File: src/design/bcc_pkg.sv
package bcc_pkg;

    localparam int MaxSamples = 1024;
    localparam int AddrW      = $clog2(MaxSamples);
    localparam int CntW       = AddrW + 1;

    localparam logic [15:0] DivisorReset = 16'd1024;

    // Sequencer states, one-hot.
    typedef enum logic [8:0] {
        S_LOAD   = 9'b000000001,
        S_MEAN   = 9'b000000010,
        S_VARRD  = 9'b000000100,
        S_VAR    = 9'b000001000,
        S_VDIV   = 9'b000010000,
        S_SQRT   = 9'b000100000,
        S_STUD   = 9'b001000000,
        S_CMP    = 9'b010000000,
        S_OUT    = 9'b100000000
    } t_state;

    // Request to the shared restoring divider.
    typedef struct packed {
        logic         start;
        logic         neg;     // quotient sign, truncated toward zero
        logic [63:0]  num;     // magnitude of numerator
        logic [63:0]  den;     // nonzero magnitude of denominator
    } t_div_req;

    typedef struct packed {
        logic         done;
        logic         busy;
        logic [63:0]  quo;     // magnitude of quotient
        logic         neg;
    } t_div_rsp;

endpackage

File: src/design/bcc_div.sv
// Shared restoring divider: one quotient bit per cycle over 64 bits.
module bcc_div (
    input  logic               i_clk,
    input  logic               i_rst_n,
    input  bcc_pkg::t_div_req  i_req,
    output bcc_pkg::t_div_rsp  o_rsp
);

    logic [63:0] r_quo, n_quo;
    logic [64:0] r_rem, n_rem;
    logic [63:0] r_den;
    logic [6:0]  r_cnt, n_cnt;
    logic        r_busy, n_busy;
    logic        r_done, n_done;
    logic        r_neg;
    logic [64:0] w_trial;

    always_comb begin
        n_quo  = r_quo;
        n_rem  = r_rem;
        n_cnt  = r_cnt;
        n_busy = r_busy;
        n_done = 1'b0;
        w_trial = {r_rem[63:0], r_quo[63]} - {1'b0, r_den};
        if (r_busy) begin
            if (!w_trial[64]) begin
                n_rem = w_trial;
                n_quo = {r_quo[62:0], 1'b1};
            end else begin
                n_rem = {r_rem[63:0], r_quo[63]};
                n_quo = {r_quo[62:0], 1'b0};
            end
            n_cnt = r_cnt - 7'd1;
            if (r_cnt == 7'd1) begin
                n_busy = 1'b0;
                n_done = 1'b1;
            end
        end
    end

    always_ff @(posedge i_clk) begin
        if (!i_rst_n) begin
            r_busy <= 1'b0;
            r_done <= 1'b0;
            r_cnt  <= '0;
        end else if (i_req.start) begin
            r_busy <= 1'b1;
            r_done <= 1'b0;
            r_cnt  <= 7'd64;
        end else begin
            r_busy <= n_busy;
            r_done <= n_done;
            r_cnt  <= n_cnt;
        end
        if (i_req.start) begin
            r_quo <= i_req.num;
            r_rem <= '0;
            r_den <= i_req.den;
            r_neg <= i_req.neg;
        end else begin
            r_quo <= n_quo;
            r_rem <= n_rem;
        end
    end

    assign o_rsp.done = r_done;
    assign o_rsp.busy = r_busy;
    assign o_rsp.quo  = r_quo;
    assign o_rsp.neg  = r_neg;

`ifndef SYNTHESIS
    a_done_after_busy: assert property (@(posedge i_clk) disable iff (!i_rst_n)
        r_done |-> $past(r_busy)) else $error("divider done without run");
    a_no_overlap: assert property (@(posedge i_clk) disable iff (!i_rst_n)
        r_done |-> !r_busy) else $error("divider done while busy");
    a_cnt_zero_idle: assert property (@(posedge i_clk) disable iff (!i_rst_n)
        !r_busy |-> r_cnt == 7'd0) else $error("divider count left over");
`endif

endmodule

File: config.mk
export PLATFORM = sky130hd
export DESIGN_NAME = bcc_div
export DESIGN_NICKNAME = d
export VERILOG_FILES = /design/src/design/bcc_pkg.sv /design/src/design/bcc_div.sv
export SDC_FILE = /design/constraint.sdc
export NUM_CORES = 1
export LEC_CHECK = 0
export BUFFER_PORTS_ARGS = -buffer_cell sky130_fd_sc_hd__buf_2
export CORE_AREA = 2 2 155 157
export CTS_CLUSTER_SIZE = 30
export DETAILED_ROUTE_END_ITERATION = 16
export DIE_AREA = 0 0 157 159
export PLACE_DENSITY = 0.82
export SYNTH_ARGS = -nofsm -noshare
export SYNTH_HDL_FRONTEND = slang
export SYNTH_SLANG_ARGS = --single-unit
File: constraint.sdc
create_clock -name i_clk -period 3.5 [get_ports i_clk]
set_input_delay 1.05 -clock i_clk [delete_from_list [all_inputs] [get_ports i_clk]]
set_output_delay 1.05 -clock i_clk [all_outputs]
set_load 0.01 [all_outputs]
### Word-level counts from Yosys, hierarchy flattened

Cells that the tools add are included.

| cells by class | value |
|---|---|
| muxes and demuxes | 10 |
| reduce and logical (&&, ||, !) cells | 3 |
| bitwise gates (word level) | 2 |
| add/subtract/negate cells | 2 |
| equality and inequality tests | 1 |

Operators with widths:

| kind | count |
|---|---|
| 64-bit 2-to-1 mux | 3 |
| 65-bit by 64-bit subtractor with 65-bit output | 1 |
| 7-bit 2-to-1 mux | 2 |
| 7-bit by 1-bit == test with 1-bit output (second input constant) | 1 |
| 7-bit by 1-bit subtractor with 7-bit output (second input constant) | 1 |
| 1-bit 2-to-1 mux | 5 |
| 3-bit OR reduction | 1 |
| 1-bit inverter | 2 |
| 2-bit nonzero test | 1 |
| 2-bit OR reduction | 1 |

| storage, ports and cells | value |
|---|---|
| output and inout port bits | 67 |
| input bits | 132 |
| register bits | 202 |

### Depth between registers and ports, before layout

Gate-level depths: netlist (run 1).

| logic depth | value |
|---|---|
| word-level depth | 4 |
| gate-level depth with buffers | 14 |
| depth with buffers taken out | 13 |

### Worst setup path before layout (run 1)

Ideal clock, no wire load.

| timing | value |
|---|---|
| path type | register to register |
| start | register r_quo[63] |
| end | register r_rem[58] |
| period minus slack after synthesis | 3536 ps |
| required time | 3378 ps |
| stages on the path, launching flop included | 15 |
| library setup time | 122 ps |
| slack | -36 ps |
| buffers on the path | 1 |
| arrival time | 3414 ps |
| path through | edfxtp_1 > inv_1 > ha_1 > fa_1 > nor2b_1 > o2111ai_1 > a211oi_1 > nor3_2 > a311oi_2 > or3_4 > a41o_2 > xor2_4 > buf_6 > nor2_1 > a221o_1 |

| between the ends | value |
|---|---|
| word-level cells in the longest chain between the ends | 2 |

Ends and longest elaborated chain:

| item | line | source |
|---|---|---|
| from (decl) | bcc_div.sv:9 | `logic [63:0] r_quo, n_quo;` |
| from (signal assigned) | bcc_div.sv:56 | `r_quo <= i_req.num;` |
| from (signal assigned) | bcc_div.sv:61 | `r_quo <= n_quo;` |
| 65-bit by 64-bit subtractor with 65-bit output | bcc_div.sv:24 | `w_trial = {r_rem[63:0], r_quo[63]} - {1'b0, r_den};` |
| 64-bit 2-to-1 mux | bcc_div.sv:26 | `if (!w_trial[64]) begin` |
| to (signal assigned) | bcc_div.sv:62 | `r_rem <= n_rem;` |
| to (decl) | bcc_div.sv:10 | `logic [64:0] r_rem, n_rem;` |

Every way passes these cells.
A chain may end at the register's enable or synchronous reset.

### Worst setup path after layout (run 1)

| timing | value |
|---|---|
| start | register r_den[0] |
| end | register r_rem[31] |

| between the ends | value |
|---|---|
| word-level cells in the longest chain between the ends | 2 |

Ends and longest elaborated chain:

| item | line | source |
|---|---|---|
| from (decl) | bcc_div.sv:11 | `logic [63:0] r_den;` |
| from (signal assigned) | bcc_div.sv:58 | `r_den <= i_req.den;` |
| 65-bit by 64-bit subtractor with 65-bit output | bcc_div.sv:24 |  |
| 64-bit 2-to-1 mux | bcc_div.sv:26 |  |

Every way passes these cells.

==> flow_metrics.py, run 1 <==
metrics = {
    "logic_synthesis": {
        "syn_avg_cell_area_sq_um": 10.0,
        "syn-cell-area_sq_mm": 0.0120,
        "yosysTopAreaCell": "edfxtp_1",
        "synth.distinct_cells": 66,
        "async_flop_share_pct": 0,
        "yosysWarnings": 0,
        "yosys-top-cells-area": "edfxtp_1, dfxtp_1, ha_1",
        "dominantRegCellSynth": "edfxtp_1",
        "synthCells": 1194,
        "synthDominantCellAreaShare_pct": 32.4,
        "synth_seq_cells": 202,
        "synth_edf_count": 129,
        "synthesis.nets": 1393,
        "synth_seq_area_share_pct": 44.6,
    },
    "die": {
        "initial_utilization_pct": 51.5,
        "die_height_um": 159,
        "io_pins": 199,
        "die_width_um": 157,
        "rows": 56,
        "fp.dieArea_sq_mm": 0.0250,
        "core_area_sq_mm": 0.0232,
    },
    "sta": {
        "holdWs_ps": 472,
        "worst_slew_pin_tran_ps": 644,
        "fmaxAchievable_ghz": 0.294,
        "min_period_ps": 3400,
        "finalSetupViolCount": 0,
        "slew-limit-headroom_pct": 56.5,
        "final.setup_skew_ps": 11.7,
        "final.setup.worst_slack_ps": 101,
        "period_share_pct": 97.1,
        "hold_violations": 0,
        "maxSlewViolCount": 0,
    },
    "hold_path": {
        "hold_end": "r_rem[54]$_SDFFE_PP0P_",
        "worst_hold_startpoint": "r_rem[54]$_SDFFE_PP0P_",
        "hold_path_depth": 2,
        "worstHoldPathType": "flop to flop",
    },
    "pwr": {
        "power_per_cell_area_mw_per_mm2": 472,
        "total_power_w": 0.00681,
        "peakVddDrop_mv": 0.388,
        "static-leakage-power_nw": 5.91,
    },
    "job": {
        "maxcap_viol_count": 0,
    },
    "clocking": {
        "cts-root-to-sink-buffers": 3,
        "cts-buffers-inserted": 24,
        "clockRootBuffer": "clkbuf_16",
        "cts.htree.levels": 1,
        "worst_setup_hold_path_clk_slew_ps": 60,
        "worst_skew_pair.late_latency_ps": 530,
        "tritoncts": "built",
        "tritoncts_num_sinks": 202,
    },
    "setup_path": {
        "path_class": "flop to flop",
        "startpoint_class": "flop",
        "crit_path_max_fanout": 9,
        "timing.rr.start": "r_den[0]$_DFFE_PP_",
        "crit_arrival_ps": 3780,
        "biggest_cell_delay_along_the_critical_path_ps": 420,
        "r2r.worst_path.cells": 14,
        "worst_path_max_delay_cell": "edfxtp_1",
        "worstReg2RegEnd": "r_rem[31]$_SDFFE_PP0P_",
        "cp_num_buf_inv": 2,
        "setup.worst_path.end_class": "flop",
        "critical_path_required_ps": 3880,
        "path_cells": "ha_4, fa_2, nor2b_4, o2111ai_2, a211oi_2, nor3_2, a311oi_2, or3_4, a41o_4, xor2_4, buf_12, buf_16, mux2i_1, a211oi_1",
        "regToRegSetupSlack_ps": 100,
        "cp_top_family": "compound AO/OA/AOI/OAI gates",
    },
    "final_layout": {
        "postLayoutCellArea_sq_mm": 0.0144,
        "filler_cells_inserted": 1912,
        "finish.net_count": 1592,
        "multiInputGateArea_sq_mm": 0.00609,
        "sequential_cell_area_sq_mm": 0.00534,
        "stdcell_count": 1730,
        "layout_cells_sized_above_1_pct": 26.6,
        "most-common-layout-cells": "buf_2, edfxtp_1, nor2_1",
        "commonest_non_fill_non_tap_cell_in_the_layout": "buf_2",
        "area_growth_syn_to_layout_pct": 20.6,
        "insertedDiodeCount": 0,
    },
    "detailed_routing": {
        "detailedRoute.firstIterationViolations": 879,
        "number_of_iterations_in_the_first_detailed_routing_pass": 6,
        "remaining_drc_errors": 0,
        "wl_per_cell_um": 17.9,
        "vias_per_cell": 5.71,
        "num_vias": 9875,
        "ant_nets": 0,
        "totalWireLength_um": 31000,
    },
    "outcome": {
        "run_status": "finished, final reports clean",
    },
    "placement": {
        "place.detailed.hpwl_um": 21900,
        "io_buffer_count": 198,
        "postPlaceCellArea_sq_mm": 0.0133,
        "pre_cts_ws_ps": 54.0,
        "gpl.final_weighted_congestion": 0.952,
        "place.detailed.instances": 1678,
    },
    "grt": {
        "grt_start_max_net_pins": 101,
        "overflow": 0,
        "antenna_found_initial": 0,
        "grt_first_pass_wirelength_um": 48800,
        "track_usage_pct": 23.9,
        "number_of_global_route_vias_before_repair": 9752,
    },
}
[worst register-to-register path: cells and delay by family (launching register included)]
family | cells | cell delay [ps]
DFF | 1 | 420
muxes | 1 | 260
adders and majority gates | 2 | 600
AOI/OAI and AO/OA | 5 | 1020
buffers and inverters | 2 | 350
xor gates and xnor gates | 1 | 170
and+or+nand+nor | 3 | 440
[metrics by stage]
step | util [%] | setup TNS [ps]
after global routing | 62.1 | -162
after CTS | 60.8 | 0
after detailed placement | 57.4 | 0
after global placement | 57.4 | 0
after floorplan | - | 0
final | 62.1 | 0
[per-layer routing]
layer | GRT usage (%) | vias up | part of all wire [%] | wire length (um)
met5 | 0 | - | 0 | 0
met4 | 5.67 | 0 | 2.5 | 786
met3 | 5.17 | 63 | 8.0 | 2470
met2 | 40.5 | 438 | 48 | 14800
met1 | 31.3 | 4592 | 42 | 12900
li1 | - | 4782 | - | -
[power by group]
group	leakage (nW)	internal [W]	switching (W)
clock	0.386	0.00150	0.00103
sequential	1.88	0.00276	0.000111
combinational	3.65	0.000594	0.000816
[sequential cells by signal, summed over array words and instances, names as in the netlist]
name,cells
r_busy,1
r_rem,64
r_cnt,7
r_neg,1
r_den,64
r_quo,64
r_done,1
[cell usage after synthesis (all sizes together) (38+ instances only)]
| library cell | n |
|---|---|
| nor2 | 105 |
| mux2i | 56 |
| clkbuf | 53 |
| nand2 | 89 |
| o21ai | 63 |
| edfxtp | 129 |
| a21oi | 80 |
| mux2 | 63 |
| dfxtp | 73 |
| xnor2 | 38 |
| a211oi | 45 |
| inv | 86 |
| ha | 66 |
[area by class of cell]
| class | instances | share of cell area, % |
|---|---|---|
| flip-flops and latches | 202 | 37.0 |
| clock inverters | 18 | 1.26 |
| clock buffers | 26 | 4.29 |
| repair buffers | 237 | 10.1 |
| multi-input cells | 840 | 42.3 |
| well taps | 319 | 2.77 |
| inverters | 88 | 2.29 |
[logic make-up (layout without fill, tap and decap cells)]
logic type / after synthesis / count (layout) / share of synthesized area (%)
xor gates and xnor gates: 64 / 64 / 4.85
DFF: 202 / 202 / 44.6
muxes: 119 / 119 / 10.6
buffers and inverters: 152 / 369 / 5.56
AOI/OAI and AO/OA: 301 / 301 / 16.3
adders and majority gates: 67 / 67 / 7.08
and+or+nand+nor: 289 / 289 / 11.0
[what timing repair did]
item	in CTS	in global routing
hold endpoints to repair	0	0
setup endpoints to repair	0	65
gates resized for setup	0	32
hold buffers	0	0
setup buffers	0	2
[how the worst max path moves through the flow]
stage | start | end | slack (ps) | cells after the start
2_1_floorplan | r_quo[63]$_DFFE_PP_ | r_rem[58]$_SDFFE_PP0P_ | 40 | 14
3_3_place_gp | r_quo[63]$_DFFE_PP_ | r_rem[30]$_SDFFE_PP0P_ | 130 | 14
3_5_place_dp | r_quo[63]$_DFFE_PP_ | r_rem[58]$_SDFFE_PP0P_ | 50 | 14
4_1_cts | r_quo[63]$_DFFE_PP_ | r_rem[38]$_SDFFE_PP0P_ | 9 | 14
5_1_grt | r_den[0]$_DFFE_PP_ | r_rem[31]$_SDFFE_PP0P_ | -40 | 14
6_report | r_den[0]$_DFFE_PP_ | r_rem[31]$_SDFFE_PP0P_ | 100 | 14
Note: power is estimated with default switching activity, not from simulation.
==> run 2: changes to the inputs <==
--- a/config.mk
+++ b/config.mk
@@ -6,10 +6,10 @@
 export NUM_CORES = 1
 export LEC_CHECK = 0
 export BUFFER_PORTS_ARGS = -buffer_cell sky130_fd_sc_hd__buf_2
-export CORE_AREA = 2 2 155 157
+export CORE_AREA = 2 2 151 153
 export CTS_CLUSTER_SIZE = 30
 export DETAILED_ROUTE_END_ITERATION = 16
-export DIE_AREA = 0 0 157 159
+export DIE_AREA = 0 0 153 155
 export PLACE_DENSITY = 0.82
 export SYNTH_ARGS = -nofsm -noshare
 export SYNTH_HDL_FRONTEND = slang
==> constraint.sdc (replaced) <==
create_clock -name i_clk -period 3.9 [get_ports i_clk]
set_input_delay 1.17 -clock i_clk [delete_from_list [all_inputs] [get_ports i_clk]]
set_output_delay 1.17 -clock i_clk [all_outputs]
set_load 0.01 [all_outputs]
==> run 2 against run 1 <==
Against the previous run:
- clock skew grew 2.5 ps
- utilization grew 0.81 points
- combinational power is 15% lower
- critical path type unchanged
- power down 12%
- final cell count shrank 2.9%
- hold slack improved by 4.0 ps
- design area is 2.9% lower
- critical endpoint is now r_rem[2]$_SDFFE_PP0P_
- count of clock-buffer cells in the layout did not move
- highest routed layer unchanged
==> flow_metrics.py, run 2 (synthesis results as in run 1) <==
metrics = {
    "outcome": {
        "run_status": "finished, final reports clean",
    },
    "detailed_routing": {
        "num_vias": 9693,
        "remaining_drc_errors": 0,
        "number_of_iterations_in_the_first_detailed_routing_pass": 5,
        "ant_nets": 0,
        "detailedRoute.firstIterationViolations": 652,
        "totalWireLength_um": 29200,
        "vias_per_cell": 5.77,
        "wl_per_cell_um": 17.4,
    },
    "final_layout": {
        "finish.net_count": 1575,
        "most-common-layout-cells": "buf_2, edfxtp_1, nor2_1",
        "biggestRegsByFlops": "r_den x64, r_quo x64, r_rem x64",
        "layout_cells_sized_above_1_pct": 23.9,
        "stdcell_count": 1680,
        "area_growth_syn_to_layout_pct": 17.1,
        "commonest_non_fill_non_tap_cell_in_the_layout": "buf_2",
    },
    "sta": {
        "fmaxAchievable_ghz": 0.274,
        "slew-limit-headroom_pct": 38.1,
        "rsz0062_at_grt": "false",
        "maxSlewViolCount": 0,
        "tns_ps": 0,
        "hold_violations": 0,
        "finalSetupViolCount": 0,
        "period_share_pct": 93.7,
        "min_period_ps": 3660,
        "final.setup_skew_ps": 14.2,
        "worst_slew_pin_tran_ps": 928,
    },
    "setup_path": {
        "crit_path_max_fanout": 18,
        "cp_num_buf_inv": 2,
        "cp-endpoint": "r_rem[2]$_SDFFE_PP0P_",
        "startpoint_class": "flop",
        "crit_arrival_ps": 4020,
        "critical_path_required_ps": 4260,
        "timing.rr.start": "r_den[0]$_DFFE_PP_",
        "cp_top_family": "compound AO/OA/AOI/OAI gates",
        "path_cells": "ha_1, fa_1, nor2b_1, o2111ai_1, a211oi_2, nor3_2, a311oi_2, or3_4, a41o_2, xor2_4, buf_4, buf_12, mux2i_1, a211oi_1",
        "setup.worst_path.end_class": "flop",
        "worstReg2RegEnd": "r_rem[2]$_SDFFE_PP0P_",
        "r2r.worst_path.cells": 14,
        "worst_path_max_delay_cell": "fa_1",
        "biggest_cell_delay_along_the_critical_path_ps": 400,
        "cp-startpoint": "r_den[0]$_DFFE_PP_",
        "stages_on_the_worst_setup_path": 14,
        "path_class": "flop to flop",
        "regToRegSetupSlack_ps": 240,
    },
    "die": {
        "die_width_um": 153,
        "rows": 55,
        "io_pins": 199,
        "fp.dieArea_sq_mm": 0.0237,
        "core_area_sq_mm": 0.0222,
        "initial_utilization_pct": 53.8,
        "die_height_um": 155,
    },
    "placement": {
        "gpl.final_weighted_congestion": 0.939,
        "place.detailed.hpwl_um": 21300,
        "io_buffer_count": 198,
        "place.detailed.instances": 1630,
    },
    "pwr": {
        "static-leakage-power_nw": 5.76,
        "power_per_cell_area_mw_per_mm2": 426,
        "total_power_w": 0.00596,
        "peakVddDrop_mv": 0.338,
    },
    "grt": {
        "grt_first_pass_wirelength_um": 46900,
        "overflow": 0,
        "antenna_found_initial": 1,
        "grt_start_max_net_pins": 93,
        "number_of_global_route_vias_before_repair": 9596,
        "track_usage_pct": 23.7,
    },
    "clocking": {
        "clockRootBuffer": "clkbuf_16",
        "cts.htree.levels": 1,
        "worst_setup_hold_path_clk_slew_ps": 60,
        "cts_hold_repair.buffers": 0,
        "cts-root-to-sink-buffers": 3,
        "worst_skew_pair.late_latency_ps": 540,
        "cts-buffers-inserted": 24,
        "tritoncts": "built",
        "tritoncts_num_sinks": 202,
    },
    "hold_path": {
        "worstHoldPathType": "flop to flop",
    },
    "job": {
        "maxcap_viol_count": 0,
    },
}
[run 2: changes by cell type in the layout (fill, tap and decap cells not counted), sizes merged]
cell | previous run | this run
clkinvlp | 3 | 2
diode | 0 | 1
inv | 87 | 86
bufinv | 3 | 2
buf | 233 | 218
clkbuf | 30 | 28
clkinv | 13 | 16
[run 2: worst min-delay path: cells and delay by family (launching register included)]
kind	cells	cell delay, ps
flops	1	330
simple gates	1	60
compound gates	1	50
[run 2: report_power, final]
part / leakage (nW) / switching (W) / internal, W
logic: 3.51 / 0.000700 / 0.000499
registers: 1.88 / 0.0000954 / 0.00247
clock network: 0.373 / 0.000923 / 0.00127
[run 2: worst min path at each step]
stage                                        end  depth (start not counted)                   start
after floorplan           r_rem[16]$_SDFFE_PP0P_                          2  r_rem[16]$_SDFFE_PP0P_
after global placement    r_rem[45]$_SDFFE_PP0P_                          2  r_rem[45]$_SDFFE_PP0P_
after detailed placement  r_rem[51]$_SDFFE_PP0P_                          2  r_rem[51]$_SDFFE_PP0P_
after CTS                 r_rem[51]$_SDFFE_PP0P_                          2  r_rem[51]$_SDFFE_PP0P_
after global routing      r_rem[46]$_SDFFE_PP0P_                          2  r_rem[46]$_SDFFE_PP0P_
final                     r_rem[50]$_SDFFE_PP0P_                          2  r_rem[50]$_SDFFE_PP0P_
[run 2: repair_timing]
action,in CTS,in global routing
resized for setup,0,1
setup buffers,0,3
endpoints found under the setup margin,0,39
[run 2: stage by stage]
step	utilization [%]	cell area [sq um]	setup slack, ps	hold WS, ps
6_report	63.0	14000	244	476
5_1_grt	63.0	14000	8.56	492
4_1_cts	62.6	13900	193	476
3_5_place_dp	59.1	13100	198	466
3_3_place_gp	59.1	13100	364	458
2_1_floorplan	-	12000	364	445
[run 2: per-layer routing]
metal  vias to the layer above  GRT usage, %  part of all wire (%)
li1                       4733             -                     -
met1                      4525          30.5                    42
met2                       377          40.2                    47
met3                        58          5.71                   8.2
met4                         0          6.79                   2.6
met5                         -             0                     0
[run 2: layout make-up]
type	instances	area, sq um
clock inverter	18	169
multi-input combinational	840	5960
antenna	1	2.50
timing repair buffer	220	1230
fill	1805	8230
inverter	88	330
sequential	202	5340
tap	285	357
clock buffer	26	608
==> run 3: changes to the inputs <==
--- a/config.mk
+++ b/config.mk
@@ -10,7 +10,7 @@
 export CTS_CLUSTER_SIZE = 30
 export DETAILED_ROUTE_END_ITERATION = 16
 export DIE_AREA = 0 0 153 155
-export PLACE_DENSITY = 0.82
+export PLACE_DENSITY_LB_ADDON = 0.1
 export SYNTH_ARGS = -nofsm -noshare
 export SYNTH_HDL_FRONTEND = slang
 export SYNTH_SLANG_ARGS = --single-unit
==> run 3 against run 2 <==
Against the previous run:
- sequential power is essentially flat
- utilization is 0.21 points lower
- via count is 2.0% lower
- wire length shrank 3.1%
- global-route usage is 0.32 points lower
- clock power decreased by 5%
- count of clock-buffer cells in the layout up 7
- sequential share of layout area grew 0.13 points
- combinational power about the same
- final cell count fell by 0.18%
- register-to-register slack worse by 60 ps
- non-clock buffer count shrank 2
==> flow_metrics.py, run 3 (synthesis results as in run 1) <==
metrics = {
    "pwr": {
        "cellInternalPower_w": 0.00416,
        "power.clock.fraction_pct": 35.7,
        "switching_power_as_a_share_of_total_power_pct": 28.9,
        "p_seq_share_pct": 43.9,
        "netSwitchingPower_w": 0.00169,
        "peakVddDrop_mv": 0.388,
        "static-leakage-power_nw": 5.74,
        "power.share.combinational_pct": 20.4,
        "power_per_cell_area_mw_per_mm2": 419,
    },
    "die": {
        "initial_utilization_pct": 53.8,
        "core_area_sq_mm": 0.0222,
        "io_pins": 199,
        "die_width_um": 153,
        "fp.dieArea_sq_mm": 0.0237,
        "rows": 55,
        "die_height_um": 155,
    },
    "grt": {
        "antenna_found_initial": 0,
        "overflow": 0,
        "grt_start_max_net_pins": 98,
        "number_of_global_route_vias_before_repair": 9268,
        "grt_first_pass_wirelength_um": 46200,
        "track_usage_pct": 23.4,
    },
    "sta": {
        "tns_ps": 0,
        "finalSetupViolCount": 0,
        "hold_violations": 0,
        "min_period_ps": 3720,
        "rsz0062_at_grt": "true",
        "worst_slew_pin_tran_ps": 876,
        "final.setup.worst_slack_ps": 180,
        "period_share_pct": 95.4,
        "holdWs_ps": 481,
        "final.setup_skew_ps": 11.9,
        "fmaxAchievable_ghz": 0.269,
        "slew-limit-headroom_pct": 41.6,
        "maxSlewViolCount": 0,
    },
    "clocking": {
        "tritoncts_num_sinks": 202,
        "cts_hold_repair.buffers": 0,
        "clockRootBuffer": "clkbuf_16",
        "post_cts.resized_instances": 0,
        "tritoncts": "built",
        "cts_post_setup_buffers_inserted": 0,
        "worst_skew_pair.late_latency_ps": 530,
        "cts-buffers-inserted": 24,
        "cts.htree.levels": 1,
        "cts-root-to-sink-buffers": 3,
        "worst_setup_hold_path_clk_slew_ps": 60,
    },
    "final_layout": {
        "sequential_cell_area_sq_mm": 0.00534,
        "finish.net_count": 1573,
        "filler_cells_inserted": 1940,
        "commonest_non_fill_non_tap_cell_in_the_layout": "buf_2",
        "layout_cells_sized_above_1_pct": 23.7,
        "biggestRegsByFlops": "r_den x64, r_quo x64, r_rem x64",
        "area_growth_syn_to_layout_pct": 16.7,
        "multiInputGateArea_sq_mm": 0.00595,
        "insertedDiodeCount": 0,
        "most-common-layout-cells": "buf_2, edfxtp_1, nor2_1",
        "stdcell_count": 1677,
    },
    "setup_path": {
        "setup.worst_path.end_class": "flop",
        "worst_path_max_delay_cell": "fa_1",
        "crit_arrival_ps": 4110,
        "biggest_cell_delay_along_the_critical_path_ps": 420,
        "path_cells": "inv_1, ha_1, fa_1, nor2b_1, o2111ai_1, a211oi_1, nor3_2, a311oi_2, or3_4, a41o_2, xor2_4, buf_4, clkbuf_16, mux2i_1, o21ai_1",
        "crit_path_max_fanout": 22,
        "startpoint_class": "flop",
        "path_class": "flop to flop",
        "critical_path_required_ps": 4290,
    },
    "placement": {
        "gpl.final_weighted_congestion": 0.935,
        "place.detailed.hpwl_um": 20600,
        "pre_cts_ws_ps": 162,
        "place.detailed.instances": 1628,
        "io_buffer_count": 198,
    },
    "detailed_routing": {
        "number_of_iterations_in_the_first_detailed_routing_pass": 5,
        "ant_nets": 0,
        "detailedRoute.firstIterationViolations": 566,
        "vias_per_cell": 5.66,
        "remaining_drc_errors": 0,
        "num_vias": 9496,
        "totalWireLength_um": 28300,
        "wl_per_cell_um": 16.9,
    },
    "hold_path": {
        "worstHoldPathType": "flop to flop",
    },
    "outcome": {
        "run_status": "finished, final reports clean",
    },
    "job": {
        "maxcap_viol_count": 0,
    },
}
[run 3: power by group through the flow]
stage	Clock, W	Sequential (W)	Combinational (W)
after floorplan	0	0.00262	0.000793
after global placement	0	0.00261	0.00117
after detailed placement	0	0.00261	0.00118
after CTS	0.00213	0.00257	0.00119
after global routing	0.00222	0.00259	0.00133
final	0.00209	0.00257	0.00119
[run 3: worst paths after layout]
check / startpoint / to / slack [ps] / depth (start not counted)
max: r_quo[63]$_DFFE_PP_ / r_rem[49]$_SDFFE_PP0P_ / 180 / 15
min: r_rem[49]$_SDFFE_PP0P_ / r_rem[49]$_SDFFE_PP0P_ / 480 / 2
max reg2reg: r_quo[63]$_DFFE_PP_ / r_rem[49]$_SDFFE_PP0P_ / 180 / 15
min reg2reg: r_rem[49]$_SDFFE_PP0P_ / r_rem[49]$_SDFFE_PP0P_ / 480 / 2
[run 3: stage by stage]
| stage | power, W | utilization [%] | cell area [sq um] |
|---|---|---|---|
| 6_report | 0.00584 | 62.7 | 13900 |
| 5_1_grt | 0.00613 | 62.7 | 13900 |
| 4_1_cts | 0.00589 | 62.4 | 13900 |
| 3_5_place_dp | 0.00379 | 59.1 | 13100 |
| 3_3_place_gp | 0.00378 | 59.1 | 13100 |
| 2_1_floorplan | 0.00341 | - | 12000 |
[run 3: layout make-up]
class	count	share of cell area [%]
clock inverter	11	0.610
clock buffer	33	4.69
sequential	202	38.3
inverter	88	2.37
timing repair buffer	218	8.84
multi-input combinational	840	42.7
tap	285	2.56
[run 3: worst max-delay path, delay by kind of cell, from the launching register on]
kind | cells | cell delay (ps)
muxes | 1 | 210
and+or+nand+nor | 3 | 520
DFF | 1 | 340
adders and majority gates | 2 | 640
buffers and inverters | 3 | 420
AOI/OAI and AO/OA | 5 | 1190
xor gates and xnor gates | 1 | 240
[run 3: routing by layer]
metal | global-route usage (%) | vias to the layer above | part of all wire, %
met4 | 6.22 | 0 | 2.4
li1 | - | 4724 | -
met2 | 38.0 | 302 | 45
met3 | 6.04 | 48 | 7.2
met1 | 31.4 | 4422 | 45
met5 | 0 | - | 0
